===== config.mk =====
export PLATFORM = sky130hd
export DESIGN_NAME = toy_grain_cipher_core
export DESIGN_NICKNAME = d
export VERILOG_FILES = /design/src/design/tgc_pkg.sv /design/src/design/tgc_step.sv /design/src/design/toy_grain_cipher_core.sv
export SDC_FILE = /design/constraint.sdc
export NUM_CORES = 1
export LEC_CHECK = 0
export ABC_AREA = 0
export ABC_CLOCK_PERIOD_IN_PS = 1400
export BUFFER_PORTS_ARGS = -buffer_cell sky130_fd_sc_hd__buf_4
export CAP_MARGIN = 20
export CORE_MARGIN = 2
export CORE_UTILIZATION = 30
export CTS_CLUSTER_DIAMETER = 40
export DETAILED_ROUTE_END_ITERATION = 10
export GPL_ROUTABILITY_DRIVEN = 0
export GPL_TIMING_DRIVEN = 0
export PLACE_DENSITY = 0.46
export SLEW_MARGIN = 40
export SYNTH_ARGS = -nofsm -noshare
export SYNTH_HDL_FRONTEND = slang
export SYNTH_HIERARCHICAL = 1
export SYNTH_SLANG_ARGS = --single-unit
export TNS_END_PERCENT = 10

===== constraint.sdc =====
create_clock -name clock -period 1.4 [get_ports clock]
set_input_delay 0.14 -clock clock [delete_from_list [all_inputs] [get_ports clock]]
set_output_delay 0.14 -clock clock [all_outputs]
set_load 0.05 [all_outputs]

===== src/design/tgc_pkg.sv =====
// ============================================================================
// tgc_pkg
// Shared types and constants for the toy Grain-style stream cipher core.
// ============================================================================
`default_nettype none

package tgc_pkg;

   // Operation codes carried by each input transaction
   typedef enum logic [1:0] {
      OP_LOAD      = 2'd0,
      OP_INIT      = 2'd1,
      OP_INVERSE   = 2'd2,
      OP_KEYSTREAM = 2'd3
   } op_type;

   // Fixed fill of linear cells 4..7 on a load
   localparam logic [3:0] LIN_TAIL = 4'b0101;

   // Both cipher registers, cell 0 of each as its MSB
   typedef struct packed {
      logic [7:0] nonlinear;
      logic [7:0] linear;
   } cipher_state_type;

endpackage : tgc_pkg

`default_nettype wire


===== src/design/tgc_step.sv =====
// ============================================================================
// tgc_step
// Combinational next-state and filter logic for one cipher operation.
// ============================================================================
`default_nettype none

module tgc_step (
   input  tgc_pkg::op_type           operation,
   input  logic [7:0]                key,
   input  logic [3:0]                init_vector,
   input  tgc_pkg::cipher_state_type state_cur,
   output tgc_pkg::cipher_state_type state_nxt,
   output logic                      keystream_bit
);
   import tgc_pkg::*;

   // Cell views: index 0 is the register MSB
   logic [0:7] nc;
   logic [0:7] lc;
   logic [0:7] ns;
   logic [0:7] ls;
   logic       h_fwd;
   logic       h_inv;
   logic       f_fwd;
   logic       g_fwd;
   logic       nb_fwd;
   logic       lb_fwd;
   logic       l0_inv;
   logic       n0_inv;

   assign nc = state_cur.nonlinear;
   assign lc = state_cur.linear;

   // Cells after a shift toward cell 7 (cell 0 kept)
   assign ns = {nc[0], nc[0:6]};
   assign ls = {lc[0], lc[0:6]};

   // Forward clock: filter and feedback on current cells
   assign h_fwd = (nc[4] & lc[2]) ^ (nc[7] & lc[6]) ^ nc[2] ^ nc[4] ^ nc[7] ^ lc[5];
   assign f_fwd = lc[0] ^ lc[1] ^ lc[6] ^ lc[7];
   assign g_fwd = nc[0] ^ nc[2] ^ nc[3] ^ (nc[3] & nc[5]) ^ (nc[1] & nc[2])
                ^ (nc[4] & nc[6]);
   assign nb_fwd = g_fwd ^ lc[0] ^ ((operation == OP_INIT) & h_fwd);
   assign lb_fwd = f_fwd ^ ((operation == OP_INIT) & h_fwd);

   // Inverse init clock: filter on shifted cells, recover cell 0
   assign h_inv  = (ns[4] & ls[2]) ^ (ns[7] & ls[6]) ^ ns[2] ^ ns[4] ^ ns[7] ^ ls[5];
   assign l0_inv = h_inv ^ lc[7] ^ ls[1] ^ ls[6] ^ ls[7];
   assign n0_inv = h_inv ^ nc[7] ^ l0_inv ^ ns[2] ^ ns[3] ^ (ns[3] & ns[5])
                 ^ (ns[1] & ns[2]) ^ (ns[4] & ns[6]);

   // Operation select
   always_comb begin
      case (operation)
         OP_LOAD: begin
            state_nxt.nonlinear = key;
            state_nxt.linear    = {init_vector, LIN_TAIL};
            keystream_bit       = 1'b0;
         end
         OP_INVERSE: begin
            state_nxt.nonlinear = {n0_inv, state_cur.nonlinear[7:1]};
            state_nxt.linear    = {l0_inv, state_cur.linear[7:1]};
            keystream_bit       = h_inv;
         end
         OP_INIT, OP_KEYSTREAM: begin
            state_nxt.nonlinear = {state_cur.nonlinear[6:0], nb_fwd};
            state_nxt.linear    = {state_cur.linear[6:0], lb_fwd};
            keystream_bit       = h_fwd;
         end
         default: begin
            state_nxt     = state_cur;
            keystream_bit = 1'b0;
         end
      endcase
   end

endmodule : tgc_step

`default_nettype wire


===== src/design/toy_grain_cipher_core.sv =====
// ============================================================================
// toy_grain_cipher_core
// Toy Grain-style stream cipher: 8-bit nonlinear and 8-bit linear registers,
// load, init clock, inverse init clock and keystream clock operations.
// ============================================================================
//
//  channel  | direction | handshake              | payload
//  ---------+-----------+------------------------+---------------------------------
//  req_     | in        | req_valid / req_ready  | operation, key, init_vector
//  rsp_     | out       | rsp_valid / rsp_ready  | keystream_bit, nonlinear_state,
//           |           |                        | linear_state
//
//  One transaction per cycle sustained while rsp_ready holds high; an accepted
//  transaction goes into the input register, then through one step of gate logic
//  into the result register, which drives rsp_valid and also updates the cipher state.
//  Synchronous active-high reset clears both cipher registers and all valids.
//  A stalled result holds its register; the input register still takes one
//  more transaction, then req_ready drops until the result drains.
//
`default_nettype none

module toy_grain_cipher_core (
   input  logic                  clock,
   input  logic                  reset,
   input  logic                  req_valid,
   output logic                  req_ready,
   input  logic [1:0]            req_operation,
   input  logic [7:0]            req_key,
   input  logic [3:0]            req_init_vector,
   output logic                  rsp_valid,
   input  logic                  rsp_ready,
   output logic                  rsp_keystream_bit,
   output logic [7:0]            rsp_nonlinear_state,
   output logic [7:0]            rsp_linear_state
);
   import tgc_pkg::*;

   logic             in_valid_ff, in_valid_in;
   op_type           in_op_ff;
   logic [7:0]       in_key_ff;
   logic [3:0]       in_iv_ff;
   cipher_state_type state_ff, state_in;
   logic             out_valid_ff, out_valid_in;
   logic             out_ks_ff;
   cipher_state_type out_state_ff;
   logic             out_free;
   logic             advance;
   logic             step_ks;

   // Pipeline flow control
   assign out_free    = !out_valid_ff || rsp_ready;
   assign advance     = in_valid_ff && out_free;
   assign req_ready   = !in_valid_ff || out_free;
   assign in_valid_in = (req_valid && req_ready) || (in_valid_ff && !out_free);
   assign out_valid_in = advance || (out_valid_ff && !rsp_ready);

   // Step logic on the current cipher state
   tgc_step u_step (
      .operation     (in_op_ff),
      .key           (in_key_ff),
      .init_vector   (in_iv_ff),
      .state_cur     (state_ff),
      .state_nxt     (state_in),
      .keystream_bit (step_ks)
   );

   // Control state and cipher registers
   always_ff @(posedge clock) begin
      if (reset) begin
         in_valid_ff  <= 1'b0;
         out_valid_ff <= 1'b0;
         state_ff     <= '0;
      end else begin
         in_valid_ff  <= in_valid_in;
         out_valid_ff <= out_valid_in;
         if (advance) begin
            state_ff <= state_in;
         end
      end
   end

   // Input and result payload registers
   always_ff @(posedge clock) begin
      if (req_valid && req_ready) begin
         in_op_ff  <= op_type'(req_operation);
         in_key_ff <= req_key;
         in_iv_ff  <= req_init_vector;
      end
      if (advance) begin
         out_ks_ff    <= step_ks;
         out_state_ff <= state_in;
      end
   end

   assign rsp_valid           = out_valid_ff;
   assign rsp_keystream_bit   = out_ks_ff;
   assign rsp_nonlinear_state = out_state_ff.nonlinear;
   assign rsp_linear_state    = out_state_ff.linear;

   // Result register always mirrors the state it just committed
   a_result_matches_state: assert property (@(posedge clock) disable iff (reset)
      advance |=> (out_state_ff == state_ff))
      else $error("result payload differs from committed cipher state");

   // A load gives a zero filter bit and the fixed linear tail
   a_load_result: assert property (@(posedge clock) disable iff (reset)
      (advance && in_op_ff == OP_LOAD) |=>
         (!rsp_keystream_bit && rsp_linear_state[3:0] == LIN_TAIL))
      else $error("load transaction produced wrong result");

   // Forward clocks shift the nonlinear register toward cell 0
   a_forward_shift: assert property (@(posedge clock) disable iff (reset)
      (advance && (in_op_ff == OP_INIT || in_op_ff == OP_KEYSTREAM)) |=>
         (rsp_nonlinear_state[7:1] == $past(state_ff.nonlinear[6:0])))
      else $error("forward clock did not shift nonlinear register");

   // Input side stalls only when both stages are full and the output is held
   a_ready_backpressure: assert property (@(posedge clock) disable iff (reset)
      !req_ready |-> (in_valid_ff && out_valid_ff && !rsp_ready))
      else $error("input stalled without a full pipeline");

endmodule : toy_grain_cipher_core

`default_nettype wire


==> metrics.txt, run 1 <==
status=finished, violations left; failing checks=negative setup slack; vias in the first global route=1,505; setup violators final=9; Total Nets Final=268; reg-to-reg endpoint=state_ff[8]; WP data arrival=1840 ps; # IOs=37; final worst-path setup slack=-214 ps; diode count=0; vias=1,528; Core ar.=7610 µm²; Post-Syn Nets=209; Slew @ Worst Pin=523 ps; Die W=91.8 µm; die area=8430 µm²; Slew Viols, Final=0; post-synthesis sequential area ratio=55.8%; final routed DRC violation total=0; Post-Layout Inst Area=3050 µm²; Worst Hold End=in_iv_ff[2]; Avg Cell Area, Syn=12.1 µm²; Detailed Routing Iterations Pass 1=4; wire per inst=13.9 µm; Worst Setup Start Kind=register; R2R Setup Slk=-210 ps; EDFF count, synth=31; hold wc startpoint=req_init_vector[2]; area leader, netlist=edfxtp_1; Hold Fails Final Rpt=0; hpwl dp=3370 µm; max cap viols=0; FP Rows=32; Seq cells post-synth=49; proportion of layout cells with a drive suffix above 1=29.5%; ys flop type=edfxtp_1; Worst Path Required=1630 ps; Distinct cells, synth=27; Worst-Skew Late Latency=300 ps; Post-Syn Area=2310 µm²; count leader, synth=nand2b_1; Area contributors post-synth=edfxtp_1 40%, dfxtp_1 16%, mux2i_1 11%; peak supply drop=0.000419 V; cells after synthesis=191; clk slew on worst S/H paths=90 ps; largest net degree at the start of global routing=27; Worst setup EP type=register; critical path's largest stage delay=420 ps; Critical Path Fanout Max=6; DP Cell Count=329; Power Dens Cells=989 nW/µm²; CP max-delay cell=xnor3_2; non-filler instance count after layout=353; TritonCTS buffer count=5; Crit path max-delay family=XOR/XNOR gates; Initial Util=30.4%; Setup CP Type=reg2reg; Root Buffer=clkbuf_8; Highest Clock Rate=619 MHz; max_slew headroom=65.1%; FILL cells=777; FF-to-FF path depth=7; final worst-path cycle share=115%; CP Cell Sequence=xnor2_2, xnor3_2, nand3b_4, xnor2_1, a21oi_2, nand2b_1, mux2i_1; Hold Crit Depth=1; CP Buf/Inv Count=0; final WL=4910 µm; Antenna Violating Nets Remaining=0; CTS tree=yes; clock buffer depth=2; min Tclk post-route=1610 ps; Final Skew=5.83 ps; clk sink count=49; port buffer count=36; yosys warns=6; Post-DP Area=2720 µm²; Layout area overhead=31.9%; Leak Pwr=1.16 nW; asr flop ratio synth=0%; origin of the critical flop-to-flop path=state_ff[2]; 1st-iter DRT viols=96; die height=91.8 µm; H-tree levels=2; HP Class=in2reg; total gr overflow=0; top cells by count, synth=34 x nand2b_1, 31 x edfxtp_1, 25 x mux2i_1; RSZ-0062 raised after global routing=yes; initial antenna violation count=0; gr usage total=12.3%; first-pass GRT wire length=8020 µm; critical path depth in cells=7; top-area cell type share of the netlist area=40.2%; DR vias/cell=4.33
==> worst register-to-register path, stage by stage (launching register included) <==
cell and delay (ps):
dfxtp_4 380, xnor2_2 130, xnor3_2 420, nand3b_4 100, xnor2_1 140, a21oi_2 180
nand2b_1 70, mux2i_1 130
==> sequential cells by signal (all words and copies together) (netlist names) <==
| signal | flops |
|---|---|
| in_iv_ff | 4 |
| in_key_ff | 8 |
| in_op_ff | 2 |
| in_valid_ff | 1 |
| rsp_keystream_bit | 1 |
| rsp_linear_state | 8 |
| rsp_nonlinear_state | 8 |
| rsp_valid | 1 |
| state_ff | 16 |
==> metrics by stage <==
step	total power, W	utilization [%]	setup TNS (ps)	setup WS, ps	hold slack, ps
6_report	0.00302	40.1	-1000	-214	17.8
5_1_grt	0.00317	40.1	-2380	-322	4.63
4_1_cts	0.00302	38.0	-1140	-252	0.487
3_5_place_dp	0.00215	35.7	-8610	-397	319
3_3_place_gp	0.00215	35.7	-8990	-419	319
2_1_floorplan	0.00201	-	-3920	-106	239
==> layout make-up <==
cell class	instances	area, µm²	share of cell area [%]
plain buffers	9	72.6	2.38
clock buffers	6	82.6	2.70
clock inverters	2	8.76	0.287
inverters	2	7.51	0.246
multi-input cells	131	1020	33.3
flip-flops and latches	49	1310	43.0
well taps	102	128	4.18
repair buffers	52	423	13.8
==> kinds of logic (layout without fill, tap and decap cells) <==
| group | count (synthesis) | count (layout) | synth area share [%] |
|---|---|---|---|
| AO/OA/AOI/OAI | 22 | 22 | 6.00 |
| XOR/XNOR | 20 | 20 | 8.16 |
| buffers and inverters | 11 | 71 | 2.86 |
| flip-flops | 49 | 49 | 55.8 |
| multiplexers | 25 | 25 | 10.8 |
| AND/OR/NAND/NOR | 64 | 64 | 16.4 |
==> what timing repair did <==
action	CTS	global route
hold buffers	0	13
buffers inserted	2	1
hold endpoints to repair	0	13
gates resized for setup	23	10
pin swaps	3	0
setup endpoints to repair	43	29
==> worst max-delay path by stage <==
stage                      start           end  slack [ps]
global placement     in_op_ff[0]  state_ff[13]        -420
floorplan              rsp_valid   in_iv_ff[0]        -110
global route         state_ff[2]   state_ff[8]        -320
finish               state_ff[2]   state_ff[8]        -210
detailed placement   in_op_ff[0]  state_ff[13]        -400
CTS                 state_ff[13]   state_ff[8]        -250
==> per-layer routing <==
layer  up-vias  wire, µm  global-route usage (%)
met5         -         0                       0
met4         0        63                    3.73
met3         6       256                    3.29
met2        44      2200                    18.4
met1       701      2390                    17.4
li1        777         -                       -
==> cells in the final DEF (no fill, tap or decap), types with 2 or more instances in the layout <==
cell type      instances
a21o_1                 2
a21oi_2                2
a22o_1                 4
and2b_1                2
buf_4                 41
buf_6                  2
clkbuf_1               4
clkbuf_8               6
dfxtp_1               10
dfxtp_2                3
dfxtp_4                5
dlygate4sd3_1         13
edfxtp_1              31
inv_1                  2
mux2i_1               25
nand2_1               13
nand2b_1              34
nor2_1                 4
nor2b_1                4
nor2b_2                3
o21ai_0                6
o21ai_1                4
xnor2_1               13
xnor2_2                3
xor2_1                 2
==> where the power goes <==
group | internal (W) | switching, W | total, W
combinational | 0.000239 | 0.000280 | 0.000519
clock | 0.000392 | 0.000463 | 0.000855
sequential | 0.00161 | 0.0000401 | 0.00165
total | 0.00224 | 0.000783 | 0.00302
No activity file was read; power rests on OpenSTA's default activity.
==> inputs of run 2 (changes only) <==
Settings changed: CORE_ASPECT_RATIO from default to 0.8.
==> run 2 against run 1 <==
- the run still ends with negative setup slack left
- final cell count shrank 2.5%
- utilization is 0.58 points lower
- global-route usage grew 0.58 points
- cell area shrank 3.8%
- register-to-register slack is essentially flat
- first-iteration DRC count decreased by 40%
- via count shrank 4.1%
- combinational power shrank 4.0%
- hold slack gained 0.88 ps
- critical path type unchanged
==> metrics.txt, run 2 (same netlist as run 1, synthesis figures left out) <==
status=finished, violations left; failing checks=negative setup slack; largest net degree at the start of global routing=27; final routed DRC violation total=0; Crit path max-delay family=XOR/XNOR gates; net switching power=0.000767 W; CP Buf/Inv Count=0; Antenna Violating Nets Remaining=0; final worst-path cycle share=116%; first-pass GRT wire length=8050 µm; Worst Setup Start Kind=register; Top reg by flops=state_ff; vias=1,466; Layout area overhead=27.0%; TNS Setup=-1050 ps; max_slew headroom=58.8%; proportion of layout cells with a drive suffix above 1=30.1%; Slew @ Worst Pin=619 ps; Slew Viols, Final=0; Worst Path Required=1630 ps; HP Class=in2reg; port buffer count=36; final WL=4940 µm; final worst-path setup slack=-220 ps; wire per inst=14.4 µm; die height=82.6 µm; hpwl dp=3410 µm; Setup CP Type=reg2reg; Worst-Skew Late Latency=290 ps; FILL cells=747; # IOs=37; Leak Pwr=1.11 nW; setup violators final=9; max cap viols=0; Sw Share=25.6%; Hold Fails Final Rpt=0; clk slew on worst S/H paths=90 ps; Detailed Routing Iterations Pass 1=4; Highest Clock Rate=617 MHz; H-tree levels=2; Root Buffer=clkbuf_8; peak supply drop=0.000391 V; WP data arrival=1850 ps; Power Dens Cells=1020 nW/µm²; RSZ-0062 raised after global routing=yes; clk sink count=49; CP max-delay cell=xnor3_2; gr usage total=12.9%; CTS tree=yes; Initial Util=31.2%; DP Cell Count=332; Int Power=0.00223 W; Worst setup EP type=register; Core ar.=7430 µm²; Total Nets Final=256; DR vias/cell=4.26; Final Skew=5.08 ps; power share of the clock group=28.4%; non-filler instance count after layout=344; TritonCTS buffer count=5; critical path's largest stage delay=470 ps; Flop pwr share=55.0%; FP Rows=28; die area=8440 µm²; CP Cell Sequence=xnor2_2, xnor3_2, nand3b_4, xnor2_2, a21oi_2, nand2b_1, mux2i_1; Critical Path Fanout Max=6; total gr overflow=0; vias in the first global route=1,494; combinational power share=16.6%; Worst path most repeated cell=xnor2_2; 1st-iter DRT viols=58; initial antenna violation count=0; clock buffer depth=2; Die W=102 µm; most frequent cells in the layout=38 x buf_4, 34 x nand2b_1, 31 x edfxtp_1; diode count=0; min Tclk post-route=1620 ps; Largest register FFs=16; most common cell after layout, fill and taps aside=buf_4
-- run 2: timing repair --
item,in CTS,in global routing
endpoints found under the hold margin,0,3
gates cloned,0,0
pin swaps,3,5
gates resized for setup,23,14
buffers inserted,1,0
hold buffers,0,3
endpoints found under the setup margin,29,27
-- run 2: worst paths after layout --
kind	cells past startpoint	start	end	slack, ps
worst min register to register	2	state_ff[4]	state_ff[4]	510
worst min-delay path	1	req_init_vector[0]	in_iv_ff[0]	20
worst max register to register	7	state_ff[13]	state_ff[8]	-220
worst max-delay path	7	state_ff[13]	state_ff[8]	-220
-- run 2: final cells by class --
cell class,instances,area [µm²],share of cell area (%)
plain buffers,9,73.8,2.51
repair buffers,40,308,10.5
flip-flops and latches,49,1310,44.7
inverters,2,7.51,0.255
multi-input cells,131,1020,34.6
well taps,105,131,4.47
clock buffers,8,90.1,3.07
-- run 2: metal layers --
| layer | global-route usage, % | wire, µm | share of wire, % | vias to the layer above |
|---|---|---|---|---|
| met1 | 18.4 | 2500 | 51 | 685 |
| met2 | 19.5 | 2230 | 45 | 28 |
| met4 | 3.73 | 41 | 0.83 | 0 |
| met5 | 0 | 0 | 0 | - |
| li1 | - | - | - | 749 |
| met3 | 3.03 | 171 | 3.5 | 4 |
-- run 2: power groups by stage --
| stage | Clock [W] | Sequential, W | Combinational [W] |
|---|---|---|---|
| 2_1_floorplan | 0 | 0.00177 | 0.000236 |
| 3_3_place_gp | 0 | 0.00169 | 0.000466 |
| 3_5_place_dp | 0 | 0.00169 | 0.000467 |
| 4_1_cts | 0.000892 | 0.00165 | 0.000484 |
| 5_1_grt | 0.000959 | 0.00166 | 0.000535 |
| 6_report | 0.000851 | 0.00165 | 0.000498 |
-- run 2: through the flow --
stage | setup WS (ps) | area [µm²] | utilization [%] | hold WS (ps) | total power (W)
floorplan | -106 | 2320 | - | 239 | 0.00201
global placement | -348 | 2720 | 36.7 | 318 | 0.00215
detailed placement | -372 | 2730 | 36.8 | 319 | 0.00215
CTS | -210 | 2870 | 38.7 | 2.51 | 0.00303
global route | -308 | 2940 | 39.6 | 0.149 | 0.00315
finish | -220 | 2940 | 39.6 | 18.7 | 0.00300
==> inputs of run 3 (changes only) <==
Settings changed: CELL_PAD_IN_SITES_DETAIL_PLACEMENT from default to 1, CELL_PAD_IN_SITES_GLOBAL_PLACEMENT from default to 1, PLACE_DENSITY 0.46 to 0.56.
==> run 3 against run 2 <==
- the run still ends with negative setup slack left
- via count rose by 6.1%
- total power rose by 1.4%
- die area did not move
- critical path type unchanged
- hold slack got worse by 5.9 ps
- final cell count rose by 2.6%
- global-route usage rose by 0.26 points
- register-to-register slack got worse by 40 ps
- clock skew rose by 3.1 ps
- combinational power rose by 5.0%
- wire length rose by 7.0%
- sequential cell count did not move
==> metrics.txt, run 3 (same netlist as run 1, synthesis figures left out) <==
status=finished, violations left; failing checks=negative setup slack; setup violators final=9; Root Buffer=clkbuf_8; Slew @ Worst Pin=573 ps; max_slew headroom=61.8%; first-pass GRT wire length=8240 µm; gr usage total=13.1%; TritonCTS buffer count=5; CP max-delay cell=xnor3_2; final worst-path setup slack=-259 ps; diode count=0; clock buffer depth=2; RSZ-0062 raised after global routing=yes; Critical Path Fanout Max=6; port buffer count=36; FILL cells=828; Core ar.=7430 µm²; Post-Layout Inst Area=3020 µm²; worst hold slack=12.8 ps; peak supply drop=0.000419 V; die height=82.6 µm; min Tclk post-route=1660 ps; Total Nets Final=265; critical path's largest stage delay=470 ps; # IOs=37; Worst-Skew Late Latency=300 ps; H-tree levels=2; Leak Pwr=1.15 nW; Worst Path Required=1630 ps; max cap viols=0; initial antenna violation count=0; Worst Setup Start Kind=register; die area=8440 µm²; footprint of the multi-input gates=1020 µm²; Slew Viols, Final=0; WP data arrival=1880 ps; wire per inst=15.0 µm; FP Rows=28; CP Buf/Inv Count=0; Worst setup EP type=register; Post-DP Area=2730 µm²; CP Cell Sequence=xnor2_2, xnor3_2, nand3b_4, xnor2_2, a21oi_2, nand2b_1, mux2i_1; TNS Setup=-1410 ps; Die W=102 µm; CTS tree=yes; Power Dens Cells=1010 nW/µm²; Layout area overhead=30.6%; 1st-iter DRT viols=33; Setup CP Type=reg2reg; proportion of layout cells with a drive suffix above 1=31.0%; Largest register FFs=16; HP Class=in2reg; Worst path most repeated cell=xnor2_2; vias=1,556; hpwl dp=3570 µm; Highest Clock Rate=603 MHz; final WL=5290 µm; largest net degree at the start of global routing=27; Hold Fails Final Rpt=0; clk slew on worst S/H paths=90 ps; clk sink count=49; Final Skew=8.19 ps; vias in the first global route=1,587; Crit path max-delay family=XOR/XNOR gates; total gr overflow=0; most frequent cells in the layout=43 x buf_4, 34 x nand2b_1, 31 x edfxtp_1; most common cell after layout, fill and taps aside=buf_4; Top reg by flops=state_ff; final routed DRC violation total=0; Detailed Routing Iterations Pass 1=6; Antenna Violating Nets Remaining=0; final worst-path cycle share=118%; Initial Util=31.2%; register area=1310 µm²; DR vias/cell=4.41
[run 3: changes by cell type in the layout (fill, tap and decap cells not counted), moves of 2 or more]
cell / previous run / this run
xor2_1: 3 / 1
buf_4: 38 / 43
dlygate4sd3_1: 3 / 8
xor2_2: 0 / 2
clkbuf_1: 5 / 3
[run 3: per-layer routing]
layer,routed length [µm],up-vias,track usage [%]
met4,40,0,3.20
met1,2670,762,18.2
met2,2420,24,21.0
li1,-,766,-
met5,0,-,0
met3,152,4,2.86
[run 3: worst paths after layout]
kind                      start          end  slack, ps  depth (start not counted)
max                 state_ff[2]  state_ff[8]       -260                          7
min          req_init_vector[2]  in_iv_ff[2]         10                          1
max reg2reg         state_ff[2]  state_ff[8]       -260                          7
min reg2reg         state_ff[9]  state_ff[9]        520                          2
[run 3: repair_timing]
action | 4_1_cts | 5_1_grt
pin swaps | 6 | 8
buffers inserted | 3 | 2
gates resized for setup | 24 | 13
endpoints found under the setup margin | 29 | 25
endpoints found under the hold margin | 0 | 8
hold buffers | 0 | 8
[run 3: final cells by class]
cell class	count	share of cell area (%)
clock inverter	2	0.290
buffer	9	2.32
sequential	49	43.4
multi-input combinational	131	33.9
clock buffer	6	2.73
tap	105	4.35
timing repair buffer	49	12.8
inverter	2	0.248
[run 3: worst register-to-register path, delay by kind of cell (launching register included)]
kind             cells  cell delay, ps
AO/OA/AOI/OAI        1             180
multiplexers         1             130
XOR/XNOR             3             710
AND/OR/NAND/NOR      2             190
flip-flops           1             390
[run 3: per-stage QoR]
| stage | util (%) | power, W | setup WS [ps] | std cells |
|---|---|---|---|---|
| 2_1_floorplan | - | 0.00201 | -106 | 191 |
| 3_3_place_gp | 36.7 | 0.00215 | -342 | 332 |
| 3_5_place_dp | 36.8 | 0.00216 | -351 | 332 |
| 4_1_cts | 39.1 | 0.00305 | -255 | 343 |
| 5_1_grt | 40.7 | 0.00319 | -346 | 353 |
| 6_report | 40.7 | 0.00304 | -259 | 353 |
[run 3: where the power goes]
group,switching (W),leakage (nW),internal (W)
clock network,0.000476,0.0486,0.000393
registers,0.0000421,0.452,0.00161
logic,0.000286,0.647,0.000236
